**config.mk**
```make
export PLATFORM = sky130hd
export DESIGN_NAME = periodic_task_slot_scheduler
export DESIGN_NICKNAME = d
export VERILOG_FILES = /design/src/rtl/core/ptss_pkg.sv /design/src/rtl/core/ptss_slot_file.sv /design/src/rtl/core/ptss_ctrl.sv /design/src/rtl/core/periodic_task_slot_scheduler.sv
export SDC_FILE = /design/constraint.sdc
export NUM_CORES = 1
export LEC_CHECK = 0
export ABC_AREA = 1
export BUFFER_PORTS_ARGS = -buffer_cell sky130_fd_sc_hd__buf_2
export CAP_MARGIN = 0
export CORE_AREA = 4 4 199 201
export CTS_CLUSTER_DIAMETER = 80
export DETAILED_ROUTE_END_ITERATION = 6
export DIE_AREA = 0 0 203 205
export GPL_TIMING_DRIVEN = 0
export PLACE_DENSITY = 0.68
export SYNTH_ARGS = -nofsm -noshare
export SYNTH_HDL_FRONTEND = slang
export SYNTH_HIERARCHICAL = 1
export SYNTH_SLANG_ARGS = --single-unit
export TNS_END_PERCENT = 5
```
**constraint.sdc**
```tcl
create_clock -name clock -period 3.91 [get_ports clock]
set_clock_uncertainty 0.05 [all_clocks]
set_input_delay 0.9775 -clock clock [delete_from_list [all_inputs] [get_ports clock]]
set_output_delay 0.9775 -clock clock [all_outputs]
set_load 0.05 [all_outputs]
```
**src/rtl/core/ptss_pkg.sv**
```systemverilog
// ----------------------------------------------------------------------------
// ptss_pkg: shared types for the periodic task slot scheduler
// Command codes, sequencer states, slot unit operations and the small
// structs that pass between the sequencer and the slot file.
// ----------------------------------------------------------------------------
package ptss_pkg;

   localparam int CMD_W   = 3;
   localparam int SLOT_W  = 3;
   localparam int IVAL_W  = 16;

   typedef enum logic [CMD_W-1:0] {
      CMD_TICK         = 3'd0,
      CMD_ARM_PERIODIC = 3'd1,
      CMD_ARM_ONE_SHOT = 3'd2,
      CMD_DISABLE      = 3'd3,
      CMD_DISPATCH     = 3'd4
   } cmd_type;

   typedef enum logic {
      ST_IDLE = 1'b0,
      ST_RUN  = 1'b1
   } state_type;

   typedef enum logic [2:0] {
      OP_NONE     = 3'd0,
      OP_TICK     = 3'd1,
      OP_ARM      = 3'd2,
      OP_DISABLE  = 3'd3,
      OP_DISPATCH = 3'd4
   } op_type;

   // operation applied to the slot selected by the sequencer this cycle
   typedef struct packed {
      op_type op;
      logic   one_shot;
   } unit_ctl_type;

   // finished item, as handed to the response register
   typedef struct packed {
      logic              valid;
      logic              granted;
      logic [SLOT_W-1:0] slot;
   } done_type;

endpackage

```
**src/rtl/core/ptss_slot_file.sv**
```systemverilog
// ----------------------------------------------------------------------------
// ptss_slot_file: slot state and the shared update unit
// Holds per-slot enable, mode, reload, countdown and pending count. One slot
// is read and rewritten per cycle through a single decrement/compare unit.
// ----------------------------------------------------------------------------
module ptss_slot_file import ptss_pkg::*; #(
   parameter int SLOTS      = 8,
   parameter int COUNT_BITS = 16,
   parameter int IDX_W      = (SLOTS > 1) ? $clog2(SLOTS) : 1
) (
   input  logic                  clock,
   input  logic                  reset,
   input  unit_ctl_type          ctl,
   input  logic [IDX_W-1:0]      idx,
   input  logic [COUNT_BITS-1:0] interval,
   output logic                  hit
);

   logic                  enabled_ff  [SLOTS];
   logic                  one_shot_ff [SLOTS];
   logic [COUNT_BITS-1:0] reload_ff   [SLOTS];
   logic [COUNT_BITS-1:0] remain_ff   [SLOTS];
   logic [COUNT_BITS-1:0] pending_ff  [SLOTS];

   logic                  cur_en;
   logic                  cur_one_shot;
   logic [COUNT_BITS-1:0] cur_reload;
   logic [COUNT_BITS-1:0] cur_remain;
   logic [COUNT_BITS-1:0] cur_pending;
   logic [COUNT_BITS-1:0] remain_dec;
   logic                  fire;
   logic                  pend_full;

   assign cur_en       = enabled_ff[idx];
   assign cur_one_shot = one_shot_ff[idx];
   assign cur_reload   = reload_ff[idx];
   assign cur_remain   = remain_ff[idx];
   assign cur_pending  = pending_ff[idx];

   // shared unit: wrap-around decrement and zero detect
   assign remain_dec = cur_remain - {{(COUNT_BITS-1){1'b0}}, 1'b1};
   assign fire       = (remain_dec == '0);
   assign pend_full  = &cur_pending;
   assign hit        = cur_en && (cur_pending != '0);

   always_ff @(posedge clock) begin
      if (reset) begin
         for (int i = 0; i < SLOTS; i++) begin
            enabled_ff[i]  <= 1'b0;
            one_shot_ff[i] <= 1'b0;
         end
      end else begin
         case (ctl.op)
            OP_ARM: begin
               enabled_ff[idx]  <= 1'b1;
               one_shot_ff[idx] <= ctl.one_shot;
            end
            OP_DISABLE: begin
               enabled_ff[idx] <= 1'b0;
            end
            OP_DISPATCH: begin
               if (hit && cur_one_shot) begin
                  enabled_ff[idx] <= 1'b0;
               end
            end
            default: begin
            end
         endcase
      end
   end

   // counts carry no reset: they are only read once the slot has been armed
   always_ff @(posedge clock) begin
      case (ctl.op)
         OP_TICK: begin
            if (cur_en) begin
               remain_ff[idx] <= fire ? cur_reload : remain_dec;
               if (fire && !pend_full) begin
                  pending_ff[idx] <= cur_pending + {{(COUNT_BITS-1){1'b0}}, 1'b1};
               end
            end
         end
         OP_ARM: begin
            reload_ff[idx]  <= interval;
            remain_ff[idx]  <= interval;
            pending_ff[idx] <= '0;
         end
         OP_DISPATCH: begin
            if (hit) begin
               pending_ff[idx] <= cur_pending - {{(COUNT_BITS-1){1'b0}}, 1'b1};
            end
         end
         default: begin
         end
      endcase
   end

endmodule

```
**src/rtl/core/ptss_ctrl.sv**
```systemverilog
// ----------------------------------------------------------------------------
// ptss_ctrl: command sequencer
// Latches a command word, walks the slot index for tick and dispatch, and
// reports the finished item with its grant.
// ----------------------------------------------------------------------------
module ptss_ctrl import ptss_pkg::*; #(
   parameter int SLOTS = 8,
   parameter int IDX_W = (SLOTS > 1) ? $clog2(SLOTS) : 1
) (
   input  logic              clock,
   input  logic              reset,
   input  logic              start,
   input  logic [CMD_W-1:0]  req_cmd,
   input  logic [SLOT_W-1:0] req_slot,
   input  logic              hit,
   output logic              busy,
   output logic [IDX_W-1:0]  idx,
   output unit_ctl_type      ctl,
   output done_type          done
);

   state_type        state_ff, state_in;
   cmd_type          cmd_ff;
   logic             in_range_ff;
   logic [IDX_W-1:0] idx_ff, idx_in;
   logic             in_range;
   logic             last;
   logic             finish;
   logic             granted;

   assign in_range = (32'(req_slot) < 32'(SLOTS));
   assign last     = (idx_ff == IDX_W'(SLOTS - 1));
   assign busy     = (state_ff != ST_IDLE);
   assign idx      = idx_ff;

   always_comb begin
      state_in = state_ff;
      case (state_ff)
         ST_IDLE: begin
            if (start) begin
               state_in = ST_RUN;
            end
         end
         ST_RUN: begin
            if (finish) begin
               state_in = ST_IDLE;
            end
         end
         default: state_in = ST_IDLE;
      endcase
   end

   always_comb begin
      ctl     = '{op: OP_NONE, one_shot: 1'b0};
      finish  = 1'b0;
      granted = 1'b0;
      idx_in  = idx_ff;
      case (state_ff)
         ST_IDLE: begin
            // arm and disable address one slot; tick and dispatch sweep from slot 0
            if (req_cmd inside {CMD_ARM_PERIODIC, CMD_ARM_ONE_SHOT, CMD_DISABLE} && in_range)
            begin
               idx_in = IDX_W'(req_slot);
            end else begin
               idx_in = '0;
            end
         end
         ST_RUN: begin
            case (cmd_ff)
               CMD_TICK: begin
                  ctl.op = OP_TICK;
                  finish = last;
                  idx_in = idx_ff + IDX_W'(1);
               end
               CMD_ARM_PERIODIC: begin
                  ctl.op = in_range_ff ? OP_ARM : OP_NONE;
                  finish = 1'b1;
               end
               CMD_ARM_ONE_SHOT: begin
                  ctl.op       = in_range_ff ? OP_ARM : OP_NONE;
                  ctl.one_shot = 1'b1;
                  finish       = 1'b1;
               end
               CMD_DISABLE: begin
                  ctl.op = in_range_ff ? OP_DISABLE : OP_NONE;
                  finish = 1'b1;
               end
               CMD_DISPATCH: begin
                  ctl.op  = OP_DISPATCH;
                  finish  = hit || last;
                  granted = hit;
                  idx_in  = idx_ff + IDX_W'(1);
               end
               default: begin
                  finish = 1'b1;
               end
            endcase
         end
         default: begin
         end
      endcase
   end

   assign done.valid   = finish;
   assign done.granted = granted;
   assign done.slot    = granted ? SLOT_W'(idx_ff) : '0;

   always_ff @(posedge clock) begin
      if (reset) begin
         state_ff <= ST_IDLE;
      end else begin
         state_ff <= state_in;
      end
   end

   always_ff @(posedge clock) begin
      idx_ff <= idx_in;
      if (state_ff == ST_IDLE && start) begin
         cmd_ff      <= cmd_type'(req_cmd);
         in_range_ff <= in_range;
      end
   end

endmodule

```
**src/rtl/core/periodic_task_slot_scheduler.sv**
```systemverilog
// Sequence: tick walks every slot from slot 0 before it responds; dispatch walks
//   from slot 0 and stops at the first grant or the last slot; arm and disable touch one slot.
// Handshake: one command word at a time; busy is high from acceptance
//   until the response is registered; the update unit handles one slot per cycle.
// Reset: synchronous, active high; clears the sequencer state, slot enables and rsp_valid.
// The receiver cannot stall: rsp_valid is a one-cycle strobe.
// ----------------------------------------------------------------------------
// periodic_task_slot_scheduler: tick-driven task slot scheduler
// A sequencer walks the slots through one shared decrement/compare unit.
// Tick advances every enabled countdown, dispatch grants the lowest enabled
// slot with pending work, arm and disable touch a single slot.
// ----------------------------------------------------------------------------
module periodic_task_slot_scheduler import ptss_pkg::*; #(
   parameter int SLOTS      = 8,
   parameter int COUNT_BITS = 16
) (
   input  logic              clock,
   input  logic              reset,
   input  logic              start,
   output logic              busy,
   input  logic [CMD_W-1:0]  req_cmd,
   input  logic [SLOT_W-1:0] req_slot,
   input  logic [IVAL_W-1:0] req_interval_ticks,
   output logic              rsp_valid,
   output logic              rsp_granted,
   output logic [SLOT_W-1:0] rsp_granted_slot
);

   localparam int IDX_W = (SLOTS > 1) ? $clog2(SLOTS) : 1;

   logic [COUNT_BITS-1:0] interval_ff;
   logic                  rsp_valid_ff;
   logic                  rsp_granted_ff;
   logic [SLOT_W-1:0]     rsp_slot_ff;

   logic [IDX_W-1:0]      idx;
   unit_ctl_type          ctl;
   done_type              done;
   logic                  hit;

   // Sequencer: owns the command word and the slot index.
   ptss_ctrl #(
      .SLOTS (SLOTS),
      .IDX_W (IDX_W)
   ) u_ctrl (
      .clock    (clock),
      .reset    (reset),
      .start    (start),
      .req_cmd  (req_cmd),
      .req_slot (req_slot),
      .hit      (hit),
      .busy     (busy),
      .idx      (idx),
      .ctl      (ctl),
      .done     (done)
   );

   // Slot state and the shared update unit.
   ptss_slot_file #(
      .SLOTS      (SLOTS),
      .COUNT_BITS (COUNT_BITS),
      .IDX_W      (IDX_W)
   ) u_slot_file (
      .clock    (clock),
      .reset    (reset),
      .ctl      (ctl),
      .idx      (idx),
      .interval (interval_ff),
      .hit      (hit)
   );

   // Hold the interval for the arm step; mask or widen to the count width.
   always_ff @(posedge clock) begin
      if (start && !busy) begin
         interval_ff <= COUNT_BITS'(req_interval_ticks);
      end
   end

   // Register the response; strobe for exactly one cycle.
   always_ff @(posedge clock) begin
      if (reset) begin
         rsp_valid_ff <= 1'b0;
      end else begin
         rsp_valid_ff <= done.valid;
      end
   end

   always_ff @(posedge clock) begin
      if (done.valid) begin
         rsp_granted_ff <= done.granted;
         rsp_slot_ff    <= done.slot;
      end
   end

   assign rsp_valid        = rsp_valid_ff;
   assign rsp_granted      = rsp_granted_ff;
   assign rsp_granted_slot = rsp_slot_ff;

endmodule

```
==> qor.csv <==
stage;metric;value;unit
yosys;syn-num-nets;1754;
finish;multiInputGateArea;5027;um2
outcome;status;finished with violations;
floorplanning;core_area;37580;um2
finish;final_area;22050;um2
critical_path;r2r_end;u_slot_file/pending_ff[6][14];
route;vias_per_cell;5.417;
yosys;yosys_warnings;6;
timing;finalWorstPathRequiredPeriod;3.931;ns
place;routabilityCongestion;0.8982;
critical_path;cp.required;4.19;ns
yosys;muxShareOfSynthArea;0;
critical_path;endpoint_kind;flop;
pwr;powerDensity;546.8;nW/um2
timing;drv_slew;0;
route;drc;0;
yosys;yosys.area_share.simple;0.1921;
finish;final_common_cell;nand2_1;
floorplanning;die_h;205;um
yosys;ys_types;44;
grt;groute.usage.overall;0.2261;
grt;grt_pass1_wl;71.76;mm
clock_network;cts-root-buf;clkbuf_16;
finish;nets;1880;
timing;slew_headroom;0.2156;
pwr;p_leak;8.612;nW
finish;regArea;12830;um2
floorplanning;die_area;41620;um2
clock_network;numCtsBuffers;45;
place;dp_hpwl;30.89;mm
yosys;yosys.area_share.xor_xnor;0.006070;
timing;rsz0062_at_grt;true;
floorplanning;rows;71;
critical_path;worstPathArrival;4.21;ns
clock_network;cts_tree;done;
critical_path;cp-start-kind;flop;
timing;setup_violations;7;
job;maxCapViolCount;0;
clock_network;clkLatencyLatePin;0.58;ns
timing;hold_ws;0.5216;ns
finish;post_layout_nonfiller_instances;2396;
min_path;worstHoldPathType;input pin to flop;
clock_network;cts_max_path_buffers;3;
yosys;synthesis.instances;1722;
timing;max_freq;254.4;MHz
floorplanning;die_x;203;um
yosys;synth_edf_count;426;
yosys;synth_fa_ha_area_frac;0.004669;
clock_network;cts-htree-levels;2;
yosys;yosysSeqAreaShare;0.6841;
grt;grt_pass1_vias;12485;
grt;grt_overflow;0;
critical_path;max_stage_delay;0.43;ns
min_path;whs_endpoint;interval_ff[3];
timing;tightest_slew;1.175;ns
place;placedInstanceArea;19990;um2
critical_path;worstSetupPathType;flop to flop;
critical_path;worst-path-buf-inv;6;
place;port_buffers;30;
critical_path;r2r_slack;-0.02;ns
timing;layout_worst_path_cycle_share;1.005;
yosys;synth_top_family_by_area;simple AND/OR/NAND/NOR gates;
pwr;vdd_ir_drop_max;375.0;uV
min_path;worst_hold_path.num_cells;1;
min_path;holdCritStartpoint;req_interval_ticks[3];
critical_path;cp_cell_sequence;buf_4 -> nor2_4 -> nand2_4 -> clkinv_2 -> buf_4 -> nand2_1 -> nand4_1 -> ha_2 -> nand2_1 -> nor2_2 -> nand4_1 -> nor2_4 -> nand3_2 -> nand4_4 -> buf_12 -> a21oi_4 -> buf_4 -> buf_12;
route;vias;12978;
grt;antenna_found_initial;2;
yosys;synth-seq-cells;428;
critical_path;cp_num_cells;18;
outcome;violations;setup timing;
critical_path;cpMostUsedCell;buf_4;
critical_path;cp_max_fo;10;
timing;setup_ws;-0.02082;ns
timing;hold_violations;0;
critical_path;critPathSlowestCell;edfxtp_1;
route;drt_pass1_iterations;6;
route;antenna_left;0;
yosys;synth.avg_cell_area;10.89;um2
critical_path;crit_family;simple AND/OR/NAND/NOR gates;
critical_path;reg2reg_from;u_ctrl/idx[2];
clock_network;cts.sinks;428;
yosys;syn_area;18760;um2
route;drt_wl_total;47.01;mm
finish;area_growth;17.54;%
route;drt_iter0_drc;1351;
yosys;async_flop_share;0;
finish;final_cell_mix;535 x nand2_1, 426 x edfxtp_1, 199 x inv_1;
floorplanning;start_util;0.4992;
finish;drive_gt1_frac;0.1555;
clock_network;clk_transition_reported_paths;0.06;ns
grt;grt_max_degree;20;
yosys;synth_ff_type;edfxtp_1;
floorplanning;io_pins;31;
route;wire_per_inst;19.62;um
pwr;p_total;12.06;mW
finish;fin_util;0.5867;
critical_path;rr_worst_depth;18;
finish;n_fill_cell;2905;
yosys;synth-compound-area-share;0.05023;
place;place_inst;2287;
==> sequential cells by signal (all words and copies together) (netlist names) <==
register                 cells
u_slot_file/remain_ff      128
u_slot_file/enabled_ff       8
u_ctrl/busy                  1
rsp_valid                    1
u_ctrl/idx                   3
rsp_granted_slot             3
interval_ff                 16
u_slot_file/one_shot_ff      8
rsp_granted                  1
u_ctrl/cmd_ff                3
u_slot_file/reload_ff      128
u_slot_file/pending_ff     128
==> area by class of cell <==
| class | instances | area share |
|---|---|---|
| diodes | 1 | 0.0001135 |
| plain buffers | 62 | 0.01816 |
| clock buffers | 53 | 0.05244 |
| clock inverters | 30 | 0.01390 |
| inverters | 213 | 0.03711 |
| multi-input cells | 1017 | 0.2280 |
| flip-flops and latches | 428 | 0.5820 |
| well taps | 511 | 0.02900 |
| repair buffers | 81 | 0.03921 |
==> per-layer routing <==
layer	part of all wire	up-vias	global-route usage
li1	-	6089	-
met1	0.41	6205	0.3024
met2	0.48	587	0.3714
met3	0.085	97	0.04749
met4	0.031	0	0.07808
met5	0	-	0
==> synth_stat cells, types with 7 or more instances <==
library cell	number	area (um2)
nand4_1	29	181.4
a21oi_1	24	120.1
inv_1	203	762.0
xor2_1	10	87.58
edfxtp_1	426	12790
buf_4	16	120.1
o21ai_0	47	235.2
a22o_1	11	96.34
nor2_1	110	412.9
nor3_1	14	70.07
nor2_2	15	93.84
a221oi_1	21	183.9
buf_2	20	100.1
a22oi_1	19	142.6
clkbuf_1	14	52.55
nand2_1	545	2046
buf_6	7	78.83
buf_1	7	26.28
nand3_1	114	570.6
inv_2	8	30.03
ha_1	7	87.58
==> where the power goes <==
group	leakage (nW)	total [mW]	switching (mW)	internal [mW]
clock network	0.721	4.19	1.73	2.47
registers	3.90	5.51	0.0532	5.46
logic	3.99	2.35	1.71	0.647
==> how the worst max path moves through the flow <==
stage	startpoint	slack, ns	end
floorplan	u_ctrl/idx[1]	-0.02	u_slot_file/pending_ff[4][0]
global placement	u_ctrl/idx[1]	-1.99	u_slot_file/pending_ff[6][3]
finish	u_ctrl/idx[2]	-0.02	u_slot_file/pending_ff[6][14]
detailed placement	u_ctrl/idx[1]	-0.93	u_slot_file/pending_ff[0][3]
CTS	u_ctrl/idx[1]	-0.0002	u_slot_file/pending_ff[6][4]
global route	u_ctrl/idx[1]	-0.11	u_slot_file/pending_ff[6][14]
==> metrics by stage <==
| stage | setup TNS [ns] | setup WS, ns |
|---|---|---|
| global route | -2.213 | -0.1098 |
| detailed placement | -186.97 | -0.9333 |
| global placement | -422.59 | -1.988 |
| finish | -0.1287 | -0.02082 |
| CTS | -0.0007057 | -0.0002247 |
| floorplan | -2.059 | -0.01609 |
==> what timing repair did <==
action                     4_1_cts  5_1_grt
pin swaps                       16        4
setup buffers                   23        3
hold buffers                     0        0
gates resized for setup         46       29
cloned                           1        0
setup endpoints to repair      464      371
==> kinds of logic after synthesis <==
| family | after synthesis |
|---|---|
| and+or+nand+nor | 853 |
| DFF | 428 |
| buffers and inverters | 277 |
| AOI/OAI and AO/OA | 144 |
| xor gates and xnor gates | 13 |
| adders and majority gates | 7 |
(Power assumes the default switching activity.)
